<file path="src/rtl/fpf_pkg.sv">
// Constants, register codes and helpers for the fingerprint pattern filter
package fpf_pkg;

    localparam int PATTERN_CHARS = 8;
    localparam int MAX_FP_CHARS  = 512;

    localparam int CHAR_W  = 8;
    localparam int TEXT_W  = 64;
    localparam int CNT_W   = 4;
    localparam int TOTAL_W = 32;
    localparam int POS_W   = $clog2(MAX_FP_CHARS + 1);
    localparam int WIN_W   = CHAR_W * PATTERN_CHARS;
    localparam int IDX_W   = (PATTERN_CHARS > 1) ? $clog2(PATTERN_CHARS) : 1;
    localparam int ADDR_W  = 3;

    localparam logic [CNT_W-1:0] PAT_LEN  = CNT_W'(PATTERN_CHARS);
    localparam logic [POS_W-1:0] POS_LIMIT = POS_W'(MAX_FP_CHARS);

    typedef enum logic [ADDR_W-1:0] {
        REG_PREFIX_TEXT  = 3'd0,
        REG_PREFIX_COUNT = 3'd1,
        REG_INFIX_TEXT   = 3'd2,
        REG_INFIX_COUNT  = 3'd3,
        REG_FOLD_CASE    = 3'd4
    } t_cfg_reg;

    // upper-case ASCII letters map onto lower case when folding is on
    function automatic logic [CHAR_W-1:0] fold_char(input logic [CHAR_W-1:0] c,
                                                    input logic en);
        logic [CHAR_W-1:0] r;
        r = c;
        if (en && c >= 8'h41 && c <= 8'h5A) begin
            r = c + 8'h20;
        end
        return r;
    endfunction

    function automatic logic [CNT_W-1:0] clamp_len(input logic [CNT_W-1:0] n);
        return (n > PAT_LEN) ? PAT_LEN : n;
    endfunction

endpackage

</file>
<file path="src/rtl/fingerprint_pattern_filter_top.sv">
// Fingerprint pattern filter: prefix check and infix search over a character stream
// A verdict is registered in the result register when its last character leaves the input register.
// Throughput: one character per cycle; the input register and the result register
// are separate, so characters keep flowing while a verdict waits to be taken.
// Only a last character stalls, and only while an earlier verdict is still held.
// Reset (synchronous, active low) clears configuration, per-fingerprint state and count.
module fingerprint_pattern_filter_top
    import fpf_pkg::*;
(
    input  logic                i_clk,
    input  logic                i_rst_n,
    input  logic                i_cfg_we,
    input  logic [ADDR_W-1:0]   i_cfg_addr,
    input  logic [TEXT_W-1:0]   i_cfg_wdata,
    input  logic                i_in_valid,
    output logic                o_in_ready,
    input  logic [CHAR_W-1:0]   i_fp_char,
    input  logic                i_fp_last,
    output logic                o_out_valid,
    input  logic                i_out_ready,
    output logic                o_accepted,
    output logic [TOTAL_W-1:0]  o_checked_total
);

    // configuration
    logic [TEXT_W-1:0]  r_prefix_text;
    logic [CNT_W-1:0]   r_prefix_count;
    logic [TEXT_W-1:0]  r_infix_text;
    logic [CNT_W-1:0]   r_infix_count;
    logic               r_fold_case;

    // input register
    logic               r_in_valid;
    logic [CHAR_W-1:0]  r_in_char;
    logic               r_in_last;

    // per-fingerprint state
    logic [POS_W-1:0]   r_pos;
    logic               r_prefix_ok;
    logic [WIN_W-1:0]   r_window;
    logic               r_infix_seen;
    logic [TOTAL_W-1:0] r_counter;

    // result register
    logic               r_out_valid;
    logic               r_out_accepted;
    logic [TOTAL_W-1:0] r_out_total;

    logic               out_free;
    logic               fire;
    logic [CNT_W-1:0]   pl;
    logic [CNT_W-1:0]   il;
    logic [POS_W-1:0]   n_pos;
    logic               n_prefix_ok;
    logic [WIN_W-1:0]   n_window;
    logic               n_infix_seen;
    logic               verdict;

    assign out_free   = !r_out_valid || i_out_ready;
    assign fire       = r_in_valid && (!r_in_last || out_free);
    assign o_in_ready = !r_in_valid || !r_in_last || out_free;

    assign pl = clamp_len(r_prefix_count);
    assign il = clamp_len(r_infix_count);

    always_comb begin
        logic [CNT_W-1:0]  k;
        logic [CHAR_W-1:0] w;
        logic              hit;
        logic [POS_W-1:0]  pos_inc;
        logic [WIN_W-1:0]  win_sh;
        logic              prefix_bad;

        pos_inc    = r_pos + POS_W'(1);
        win_sh     = WIN_W'({r_window, r_in_char});
        prefix_bad = (r_pos < POS_W'(pl)) &&
                     (fold_char(r_in_char, r_fold_case) !=
                      fold_char(r_prefix_text[8*r_pos[2:0] +: 8], r_fold_case));

        // window holds the newest character in its lowest byte
        hit = 1'b1;
        for (int i = 0; i < PATTERN_CHARS; i++) begin
            k = il - CNT_W'(1) - CNT_W'(i);
            w = win_sh[8*k[IDX_W-1:0] +: 8];
            if (CNT_W'(i) < il &&
                fold_char(w, r_fold_case) !=
                fold_char(r_infix_text[8*i +: 8], r_fold_case)) begin
                hit = 1'b0;
            end
        end

        n_pos        = r_pos;
        n_prefix_ok  = r_prefix_ok;
        n_window     = r_window;
        n_infix_seen = r_infix_seen;
        // characters past the length limit leave the checks untouched
        if (r_pos < POS_LIMIT) begin
            n_pos       = pos_inc;
            n_window    = win_sh;
            n_prefix_ok = r_prefix_ok && !prefix_bad;
            if (il != '0 && pos_inc >= POS_W'(il) && hit) begin
                n_infix_seen = 1'b1;
            end
        end

        verdict = ((pl == '0) || (n_prefix_ok && n_pos >= POS_W'(pl))) &&
                  ((il == '0) || n_infix_seen);
    end

    always_ff @(posedge i_clk) begin
        if (!i_rst_n) begin
            r_prefix_text  <= '0;
            r_prefix_count <= '0;
            r_infix_text   <= '0;
            r_infix_count  <= '0;
            r_fold_case    <= 1'b0;
        end else if (i_cfg_we) begin
            unique case (t_cfg_reg'(i_cfg_addr))
                REG_PREFIX_TEXT:  r_prefix_text  <= i_cfg_wdata;
                REG_PREFIX_COUNT: r_prefix_count <= i_cfg_wdata[CNT_W-1:0];
                REG_INFIX_TEXT:   r_infix_text   <= i_cfg_wdata;
                REG_INFIX_COUNT:  r_infix_count  <= i_cfg_wdata[CNT_W-1:0];
                REG_FOLD_CASE:    r_fold_case    <= i_cfg_wdata[0];
                default: ;
            endcase
        end
    end

    always_ff @(posedge i_clk) begin
        if (!i_rst_n) begin
            r_in_valid <= 1'b0;
        end else if (o_in_ready) begin
            r_in_valid <= i_in_valid;
        end
    end

    always_ff @(posedge i_clk) begin
        if (o_in_ready && i_in_valid) begin
            r_in_char <= i_fp_char;
            r_in_last <= i_fp_last;
        end
    end

    always_ff @(posedge i_clk) begin
        if (!i_rst_n) begin
            r_pos        <= '0;
            r_prefix_ok  <= 1'b1;
            r_window     <= '0;
            r_infix_seen <= 1'b0;
            r_counter    <= '0;
            r_out_valid  <= 1'b0;
        end else begin
            if (fire && r_in_last) begin
                r_pos        <= '0;
                r_prefix_ok  <= 1'b1;
                r_window     <= '0;
                r_infix_seen <= 1'b0;
                r_counter    <= r_counter + TOTAL_W'(1);
                r_out_valid  <= 1'b1;
            end else begin
                if (fire) begin
                    r_pos        <= n_pos;
                    r_prefix_ok  <= n_prefix_ok;
                    r_window     <= n_window;
                    r_infix_seen <= n_infix_seen;
                end
                if (i_out_ready) begin
                    r_out_valid <= 1'b0;
                end
            end
        end
    end

    always_ff @(posedge i_clk) begin
        if (fire && r_in_last) begin
            r_out_accepted <= verdict;
            r_out_total    <= r_counter + TOTAL_W'(1);
        end
    end

    assign o_out_valid     = r_out_valid;
    assign o_accepted      = r_out_accepted;
    assign o_checked_total = r_out_total;

endmodule

</file>
<file path="config.mk">
export PLATFORM = sky130hd
export DESIGN_NAME = fingerprint_pattern_filter_top
export DESIGN_NICKNAME = d
export VERILOG_FILES = /design/src/rtl/fpf_pkg.sv /design/src/rtl/fingerprint_pattern_filter_top.sv
export SDC_FILE = /design/constraint.sdc
export NUM_CORES = 1
export LEC_CHECK = 0
export ABC_AREA = 1
export BUFFER_PORTS_ARGS = -buffer_cell sky130_fd_sc_hd__buf_2
export CAP_MARGIN = 20
export CORE_UTILIZATION = 45
export DETAILED_ROUTE_END_ITERATION = 10
export PLACE_DENSITY = 0.63
export SYNTH_ARGS = -nofsm -noshare
export SYNTH_HDL_FRONTEND = slang
export SYNTH_SLANG_ARGS = --single-unit
</file>
<file path="constraint.sdc">
create_clock -name i_clk -period 6.15 [get_ports i_clk]
set_clock_uncertainty 0.2 [all_clocks]
set_input_delay 0.9225 -clock i_clk [delete_from_list [all_inputs] [get_ports i_clk]]
set_output_delay 0.9225 -clock i_clk [all_outputs]
set_load 0.02 [all_outputs]
</file>
## Yosys cells after proc, flatten, opt, wreduce, memory -nomap -nowiden

Index checks and enable logic that the tools add are counted.
Widths: inputs -> output; s select.

| cells by class | value |
|---|---|
| add/sub/neg operators | 28 |
| multiply operators | 0 |
| divide/modulo/power cells | 0 |
| order comparisons | 50 |
| equal/unequal tests | 13 |
| shift operators | 9 |
| muxes and demuxes | 34 |
| bitwise logic cells | 1 |
| reduce and logical (&&, ||, !) cells | 75 |

Operators by type and width:

| cell | count |
|---|---|
| $shiftx 64x7->8 | 9 |
| $add 8x6->8 const B | 18 |
| $ge 8x7->1 const B | 18 |
| $le 8x7->1 const B | 18 |
| $mux 8 | 18 |
| $ne 8x8->1 | 9 |
| $logic_and 1x1->1 | 53 |
| $add 32x1->32 const B | 1 |
| $ge 10x4->1 | 2 |
| $lt 3x4->1 const A | 4 |
| $mux 1 | 13 |
| $reduce_and 2->1 | 6 |
| $sub 3x3->3 const B | 4 |
| $add 10x1->10 const B | 1 |
| $lt 10x10->1 const B | 1 |
| $lt 10x4->1 | 1 |
| $mux 10 | 1 |
| $gt 4x4->1 const B | 2 |
| $logic_not 4->1 | 2 |
| $lt 1x4->1 const A | 2 |
| $lt 2x4->1 const A | 2 |
| $mux 4 | 2 |
| $eq 3x2->1 const B | 2 |
| $logic_or 1x1->1 | 6 |
| 10 further kinds | 15 |

| word-level totals | value |
|---|---|
| register bits after elaboration | 281 |
| latch bits | 0 |
| bits in writable memories | 0 |
| ROM bits | 0 |
| input bits | 81 |
| output and inout bits | 35 |
| memories kept | 0 |

## Depth between registers and ports, before layout

Gate-level depths: netlist of the first run.

| depth | value |
|---|---|
| depth in word-level cells | 23 |
| mapped depth | 27 |
| gate-level depth less buffers | 24 |

## Worst setup path after synthesis of the first run

No wires, ideal clock.

| timing | value |
|---|---|
| path type | flip-flop to flip-flop |
| from | reg r_infix_count[0] |
| to | reg r_out_accepted, in the netlist o_accepted, data pin |
| library setup time | 0.249 ns |
| arrival time | 2.880 ns |
| required time | 5.701 ns |
| slack | 2.821 ns |
| stages on the path, launching flop included | 25 |
| clock period less this slack | 3.329 ns |
| cell sequence | dfxtp_1 -> buf_6 -> clkinv_4 -> nor2_8 -> buf_2 -> ha_1 -> buf_4 -> clkinv_1 -> clkbuf_1 -> o21ai_0 -> nand2_1 -> nand2_1 -> ha_1 -> inv_1 -> nand4_1 -> nand2_1 -> nand2_1 -> nand2_1 -> o21ai_1 -> nand2_1 -> nor2_1 -> nand3_1 -> nand3_1 -> nand2_1 -> inv_1 |

| on the way | value |
|---|---|
| longest elaborated chain between the ends | 23 |
| elaborated cells on any way between the ends | 107 |
| those cells by class | add/sub (16); order compare (26); eq/ne (8); shift (8); mux (19); reduce/logical (30) |

Ends and longest elaborated chain:

| what | line | RTL |
|---|---|---|
| start, declared | fingerprint_pattern_filter_top.sv:29 | `logic [CNT_W-1:0] r_infix_count;` |
| start signal, assigned | fingerprint_pattern_filter_top.sv:122 | `REG_INFIX_COUNT: r_infix_count <= i_cfg_wdata[CNT_W-1:0];` |
| $gt 4x4->1 | fpf_pkg.sv:39 | `return (n > PAT_LEN) ? PAT_LEN : n;` |
| $mux 4 * | fpf_pkg.sv:39 |  |
| $sub 3x1->3 | fingerprint_pattern_filter_top.sv:83 | `k = il - CNT_W'(1) - CNT_W'(i);` |
| $sub 3x1->3 / $shiftx 64x7->8 (equally long branches) | fingerprint_pattern_filter_top.sv:83, fingerprint_pattern_filter_top.sv:84 |  |
| $shiftx 64x7->8 / $ge 8x7->1 (equally long branches) | fingerprint_pattern_filter_top.sv:84, fpf_pkg.sv:32 |  |
| $ge 8x7->1 / $logic_and 1x1->1 (equally long branches) | fpf_pkg.sv:32 | `if (en && c >= 8'h41 && c <= 8'h5A) begin` |
| $logic_and 1x1->1 | fpf_pkg.sv:32 |  |
| $logic_and 1x1->1 / $mux 8 (equally long branches) | fpf_pkg.sv:32 |  |
| [2 not listed] | -- |  |
| $logic_and 1x1->1 / $mux 1 (equally long branches) | fingerprint_pattern_filter_top.sv:85 | `if (CNT_W'(i) < il &&` |
| $mux 1 (7 in a row) | fingerprint_pattern_filter_top.sv:85 |  |
| $logic_and 1x1->1 | fingerprint_pattern_filter_top.sv:101 | `if (il != '0 && pos_inc >= POS_W'(il) && hit) begin` |
| $mux 1 | fingerprint_pattern_filter_top.sv:101 |  |
| $mux 1 | fingerprint_pattern_filter_top.sv:97 | `if (r_pos < POS_LIMIT) begin` |
| $logic_or 1x1->1 * | fingerprint_pattern_filter_top.sv:107 | `((il == '0) \|\| n_infix_seen);` |
| $logic_and 1x1->1 * | fingerprint_pattern_filter_top.sv:106 | `verdict = ((pl == '0) \|\| (n_prefix_ok && n_pos >= POS_W'(pl))) &&` |
| via verdict | fingerprint_pattern_filter_top.sv:57 | `logic verdict;` |
| end signal, assigned | fingerprint_pattern_filter_top.sv:176 | `r_out_accepted <= verdict;` |
| end, declared | fingerprint_pattern_filter_top.sv:46 | `logic r_out_accepted;` |

Mark *: on every way through the listed nets, which the timed path passes. The rest lies on a longest branch.
A chain may end at the register's enable or synchronous reset.

## Worst setup path after layout of the first run

Same ends and word-level chain as after synthesis.

==> results of run 1 <==
## power by group
part	total [W]	internal [W]	switching [W]
combinational	0.000958	0.000290	0.000669
sequential	0.00200	0.00194	0.0000591
clock	0.00198	0.00115	0.000827
## Yosys cell counts, types with 5 or more instances
library cell	number	share of area [%]
nand3b_1	11	0.48
nor2_2	11	0.40
buf_4	5	0.22
nand2_2	11	0.40
buf_1	5	0.11
nand2_4	7	0.46
o21bai_1	6	0.26
buf_6	9	0.60
buf_2	24	0.71
or2_2	13	0.48
nand3_1	242	7.1
nor3_1	19	0.56
inv_1	239	5.3
nor2_1	332	7.3
o21ai_0	309	9.1
o21ai_1	20	0.59
nand4_1	40	1.5
a21oi_1	134	3.9
inv_2	8	0.18
xor2_1	41	2.1
xnor2_1	8	0.41
o211ai_1	9	0.40
dfxtp_1	239	28
ha_1	32	2.4
edfxtp_1	42	7.4
nand2_1	711	16
clkbuf_1	79	1.7
## placed cells by master, fill, tap and decap left out, types with 36 or more instances in the layout
master and instances:
nand2_1 711, xor2_1 41, inv_1 238, o21ai_0 309, nand4_1 40, buf_2 114, clkbuf_16 36, nand3_1 242
nor2_1 330, edfxtp_1 42, dfxtp_1 239, a21oi_1 134
## area by class of cell
| cell class | instances | area, um^2 | share of cell area, % |
|---|---|---|---|
| clock buffers | 44 | 961 | 5.08 |
| clock inverters | 15 | 123 | 0.649 |
| inverters | 253 | 960 | 5.08 |
| multi-input cells | 1992 | 9430 | 49.9 |
| flip-flops and latches | 281 | 6050 | 32.0 |
| well taps | 504 | 631 | 3.34 |
| repair buffers | 136 | 748 | 3.96 |
## worst max path at each step
stage | start | to | slack (ps) | cells past startpoint
final | r_infix_count[0] | o_accepted | 1650 | 21
after global routing | r_infix_count[0] | o_accepted | 1200 | 22
after CTS | r_infix_count[0] | o_accepted | 1730 | 22
after detailed placement | r_infix_count[0] | o_accepted | 1730 | 22
after global placement | r_infix_count[0] | o_accepted | 1820 | 23
after floorplan | r_infix_count[0] | o_accepted | 2820 | 24
## kinds of logic after synthesis
logic type / synth area share [%]
AOI/OAI and AO/OA: 15.1
and+or+nand+nor: 35.4
xor gates and xnor gates: 2.52
DFF: 35.5
adders and majority gates: 2.35
buffers and inverters: 9.18
## registers in the layout, summed over array words and instances (netlist names)
signal           cells
r_counter           32
r_infix_seen         1
r_in_valid           1
o_accepted           1
r_prefix_text       64
o_checked_total     32
r_prefix_count       4
r_infix_count        4
r_fold_case          1
o_out_valid          1
r_prefix_ok          1
r_pos               10
r_in_char            8
r_infix_text        64
r_window            56
r_in_last            1
## per-stage QoR
stage	std cells	power, W	worst slack [ps]	cell area [um^2]	hold slack [ps]
floorplan	2650	0.00269	2820	17000	236
global placement	3165	0.00296	1820	17800	248
detailed placement	3165	0.00297	1730	17800	255
CTS	3224	0.00496	1730	18900	263
global route	3225	0.00516	1200	18900	306
finish	3225	0.00493	1650	18900	272
## metal layers
layer  up-vias  routed length (um)  GRT usage (%)
li1       8711                   -              -
met4         0                2680           14.1
met3       114                3670           3.94
met1      8077               24700           38.7
met2       596               24800           45.5
met5         -                   0              0
## worst min-delay path: cells and delay by family (launching register included)
family	cells	cell delay, ps
flip-flops	1	310
AO/OA/AOI/OAI	1	70
AND/OR/NAND/NOR	1	50
==> impl_metrics.py, run 1 <==
metrics = {
    "outcome": {
        "outcome": "completed",
    },
    "floorplanning": {
        "die_x_um": 197,
        "design.die.area_um2": 38600,
        "rows": 70,
        "die_h_um": 197,
        "start_util_pct": 46.1,
        "pin_count": 116,
        "core_area_um2": 37000,
    },
    "synthesis": {
        "ys_ff_latch": 281,
        "synth_top_flop_cell": "dfxtp_1",
        "syn_avg_cell_area_um2": 6.43,
        "netlist_area_um2": 17000,
        "postSynth.asyncResetShare_pct": 0,
        "synth.distinct_cells": 47,
        "yosys_warnings": 0,
        "synth_edf_count": 42,
        "ys_seq_area_share_pct": 35.5,
        "synth_cells": 2650,
        "synth_fp_nets": 2763,
    },
    "critical_path": {
        "cp.required_ps": 6370,
        "critical_path.endpoint_type": "flip-flop",
        "cpMostUsedCell": "nand2_1",
        "r2r_end": "o_accepted",
        "rrSetupSlack_ps": 1650,
        "r2r-start": "r_infix_count[0]",
        "cpMaxStageDelayCell": "dfxtp_1",
        "r2r_cells": 21,
        "critPathMaxStageDelay_ps": 730,
        "cp.buffers_inverters": 3,
        "cpLargestDelayFamily": "simple AND/OR/NAND/NOR gates",
        "crit_fanout": 65,
        "crit_arrival_ps": 4720,
        "critPathLaunchType": "flip-flop",
        "path_cells": "nand2_4 -> buf_4 -> o21ai_0 -> nand2_1 -> nand3_1 -> nand2_1 -> inv_1 -> nand2_1 -> nand2_1 -> nand3_2 -> nor2_1 -> nand2_1 -> nand2_1 -> nand2_1 -> nor2_1 -> nor2_1 -> nor2_1 -> nand3_1 -> nand3_1 -> nand2_1 -> inv_1",
        "path_class": "flip-flop to flip-flop",
    },
    "sta": {
        "rsz0062_at_grt": "no",
        "hold_viol": 0,
        "period_share_pct": 73.2,
        "relSlewSlack_pct": 29.2,
        "fmax_mhz": 222,
        "worstMarginPinSlew_ps": 1060,
        "drv_slew": 0,
        "setup_viol": 0,
        "setup-tns-final_ps": 0,
        "fin_crit_ps": 4500,
    },
    "cts": {
        "cts_tree": "yes",
        "clk_pin_slew_ps": 60,
        "clock_path_buffers": 3,
        "cts_root_buf": "clkbuf_16",
        "post_cts_buffers": 0,
        "hold_buffers": 0,
        "cts_made_buffers": 34,
        "cts.sinks": 281,
        "htree_levels": 2,
        "clk_latency_ps": 540,
        "cts_resized": 0,
    },
    "detailed_routing": {
        "drt_first_iter_violations": 1697,
        "ant_nets": 0,
        "drt_wl_total_um": 55800,
        "drt-wirelength-per-cell_um": 17.3,
        "drt_first_pass_iters": 11,
        "drc": 0,
        "vias": 17498,
        "viasPerCell": 5.43,
    },
    "finish": {
        "fin_nets": 2811,
        "diodes": 0,
        "synthToLayoutAreaGrowth_pct": 11.0,
        "fillers": 3940,
        "drive_above_1_share_pct": 9.48,
        "final_util_pct": 51.1,
    },
    "hold_path": {
        "hold_start": "r_prefix_ok",
        "min_to": "r_prefix_ok",
        "hp-class": "flip-flop to flip-flop",
        "hold_depth": 2,
    },
    "placement": {
        "placement.io_buffers": 115,
        "dp_hpwl_um": 42200,
        "gp_congestion": 0.996,
    },
    "flow_run": {
        "maxCapViolations": 0,
    },
    "power_and_ir_drop": {
        "ir_worst_vdd_uv": 162,
        "power_leakage_nw": 8.72,
        "p_per_area_nw_per_um2": 261,
    },
    "global_routing": {
        "grt_max_degree": 128,
        "grt_pass1_vias": 15695,
        "grt_pass1_wl_um": 86500,
        "gr-usage-all-layers_pct": 28.8,
        "grt_overflow": 0,
        "grt_antenna_before_repair": 0,
    },
}
No activity file was read; power rests on OpenSTA's default activity.
==> inputs of run 2 (changes only) <==
- PLACE_DENSITY: 0.63 -> 0.66
- clock period: 6.15 -> 4 ns (I/O delays scaled with it)
==> run 2 against run 1 <==
Against the previous run:
- count of clock-buffer cells in the layout rose by 3
- first-iteration DRC count fell by 7.2%
- highest routed layer unchanged
- die area did not move
==> impl_metrics.py, run 2 (synthesis gave the netlist of run 1 again) <==
metrics = {
    "global_routing": {
        "grt_overflow": 0,
        "grt_antenna_before_repair": 0,
        "busiest_layer": "met2",
        "grt_pass1_vias": 15916,
        "grt_use_met2_pct": 47.4,
        "grt_pass1_wl_um": 88300,
        "grt_max_degree": 92,
        "use_met3_pct": 4.02,
        "gr-usage-all-layers_pct": 29.3,
        "grtUsageMet1_pct": 39.6,
    },
    "power_and_ir_drop": {
        "power_leakage_nw": 8.85,
        "ir_worst_vdd_uv": 298,
        "finalPower_w": 0.00760,
        "power_frac_clock_pct": 39.9,
        "power.internal_w": 0.00522,
        "sw_frac_of_total_pct": 31.3,
        "sequentialPowerShare_pct": 40.4,
        "power.switching_w": 0.00238,
        "combPwrFrac_pct": 19.7,
        "p_per_area_nw_per_um2": 397,
    },
    "sta": {
        "fin_crit_ps": 3730,
        "hold_viol": 0,
        "period_share_pct": 93.3,
        "relSlewSlack_pct": 51.8,
        "setup-tns-final_ps": 0,
        "fmax_mhz": 268,
        "drv_slew": 0,
        "worstMarginPinSlew_ps": 722,
        "setup_viol": 0,
        "rsz0062_at_grt": "no",
    },
    "critical_path": {
        "critPathMaxStageDelay_ps": 350,
        "r2r_end": "o_accepted",
        "cp.buffers_inverters": 4,
        "critical_path.endpoint_type": "flip-flop",
        "critPathLaunchType": "flip-flop",
        "r2r_cells": 23,
        "rrSetupSlack_ps": 270,
        "cpMostUsedCell": "nand2_1",
        "cp.required_ps": 4230,
        "cpMaxStageDelayCell": "dfxtp_1",
        "crit_arrival_ps": 3960,
        "path_class": "flip-flop to flip-flop",
        "path_cells": "inv_6 -> nand2_4 -> buf_12 -> buf_4 -> o21ai_0 -> nand2_1 -> nand2_1 -> nand2_1 -> nand2_1 -> nand2_1 -> nor2_1 -> nand3_2 -> nor2_1 -> nand2_1 -> nand2_1 -> nand2_1 -> nor2_1 -> nor2_1 -> nor2_1 -> nand3_1 -> nand3_1 -> nand2_1 -> inv_1",
        "r2r-start": "r_infix_count[3]",
        "crit_fanout": 32,
        "cpLargestDelayFamily": "simple AND/OR/NAND/NOR gates",
    },
    "finish": {
        "finalInstanceArea_um2": 19200,
        "reg.largest.list": "r_infix_text: 64 flops, r_prefix_text: 64 flops, r_window: 56 flops",
        "layout_common_cells": "711 x nand2_1, 329 x nor2_1, 308 x o21ai_0, 242 x nand3_1, 239 x dfxtp_1",
        "synthToLayoutAreaGrowth_pct": 12.5,
        "finalNonFillerCells": 3253,
        "fin_nets": 2838,
        "fillers": 3881,
        "diodes": 0,
        "drive_above_1_share_pct": 10.1,
        "final_common_cell": "nand2_1",
    },
    "placement": {
        "dp_hpwl_um": 42700,
        "placed_cell_area_um2": 18000,
        "placement.io_buffers": 115,
        "gp_congestion": 0.966,
        "place_inst": 3191,
    },
    "cts": {
        "cts_tree": "yes",
        "post_cts_buffers": 0,
        "cts_root_buf": "clkbuf_16",
        "clk_pin_slew_ps": 60,
        "cts.sinks": 281,
        "clk_latency_ps": 550,
        "cts_made_buffers": 34,
        "clock_path_buffers": 3,
        "htree_levels": 2,
    },
    "hold_path": {
        "hp-class": "input pin to flip-flop",
        "hold_depth": 1,
        "min_to": "r_in_char[5]",
        "hold_start": "i_fp_char[5]",
    },
    "floorplanning": {
        "start_util_pct": 46.1,
        "core_area_um2": 37000,
        "die_x_um": 197,
        "die_h_um": 197,
        "design.die.area_um2": 38600,
        "pin_count": 116,
        "rows": 70,
    },
    "detailed_routing": {
        "drt-wirelength-per-cell_um": 17.4,
        "viasPerCell": 5.43,
        "drt_first_iter_violations": 1574,
        "vias": 17664,
        "ant_nets": 0,
        "drt_first_pass_iters": 5,
        "drt_wl_total_um": 56600,
        "drc": 0,
    },
    "outcome": {
        "outcome": "completed",
    },
    "flow_run": {
        "maxCapViolations": 0,
    },
}
## run 2: changes by cell type in the layout (fill, tap and decap cells not counted), moves of 3 or more
cell,previous run,this run
clkbuf_1,5,11
clkinv_4,4,1
clkinv_2,6,3
buf_4,21,41
buf_12,1,4
## run 2: area by class of cell
class / instances / area (um^2) / share of cell area, %
Sequential cell: 281 / 6050 / 31.6
Clock inverter: 13 / 149 / 0.777
Tap cell: 504 / 631 / 3.29
Inverter: 253 / 960 / 5.01
Multi-Input combinational cell: 1992 / 9440 / 49.2
Clock buffer: 47 / 931 / 4.86
Timing Repair Buffer: 163 / 1010 / 5.26
## run 2: timing repair
| item | CTS | global route |
|---|---|---|
| endpoints found under the setup margin | 0 | 2 |
| gates resized for setup | 0 | 6 |
| hold endpoints to repair | 2 | 0 |
| hold buffers | 2 | 0 |
## run 2: per-stage QoR
step | util (%) | setup WS, ps | hold WS, ps
final | 51.8 | 266 | 28.3
after global routing | 51.8 | 3.79 | 11.0
after CTS | 51.8 | 156 | 3.55
after detailed placement | 48.8 | 169 | 257
after global placement | 48.8 | 263 | 248
after floorplan | - | 671 | 236
## run 2: per-layer routing
layer  routed length, um  part of all wire (%)
met5                   0                     0
met4                2130                   3.8
met3                3530                   6.2
met2               25800                    46
met1               25100                    44
## run 2: worst reg2reg max path, delay by kind of cell, from the launching register on
family                 cells  cell delay [ps]
AOI/OAI and AO/OA          1              350
buffers and inverters      4              660
and+or+nand+nor           18             2090
DFF                        1              350
## run 2: worst max-delay path by stage
stage / from / end / slack (ps) / cells after the start
2_1_floorplan: r_infix_count[0] / o_accepted / 670 / 24
6_report: r_infix_count[3] / o_accepted / 270 / 23
5_1_grt: r_infix_count[3] / o_accepted / 4 / 23
4_1_cts: r_infix_count[3] / o_accepted / 160 / 23
3_3_place_gp: r_infix_count[3] / o_accepted / 260 / 23
3_5_place_dp: r_infix_count[3] / o_accepted / 170 / 23
## run 2: power groups by stage
| stage | clock network, W | registers, W | logic (W) |
|---|---|---|---|
| after floorplan | 0 | 0.00310 | 0.00103 |
| after global placement | 0 | 0.00313 | 0.00145 |
| after detailed placement | 0 | 0.00312 | 0.00147 |
| after CTS | 0.00309 | 0.00307 | 0.00148 |
| after global routing | 0.00320 | 0.00308 | 0.00168 |
| final | 0.00303 | 0.00307 | 0.00150 |
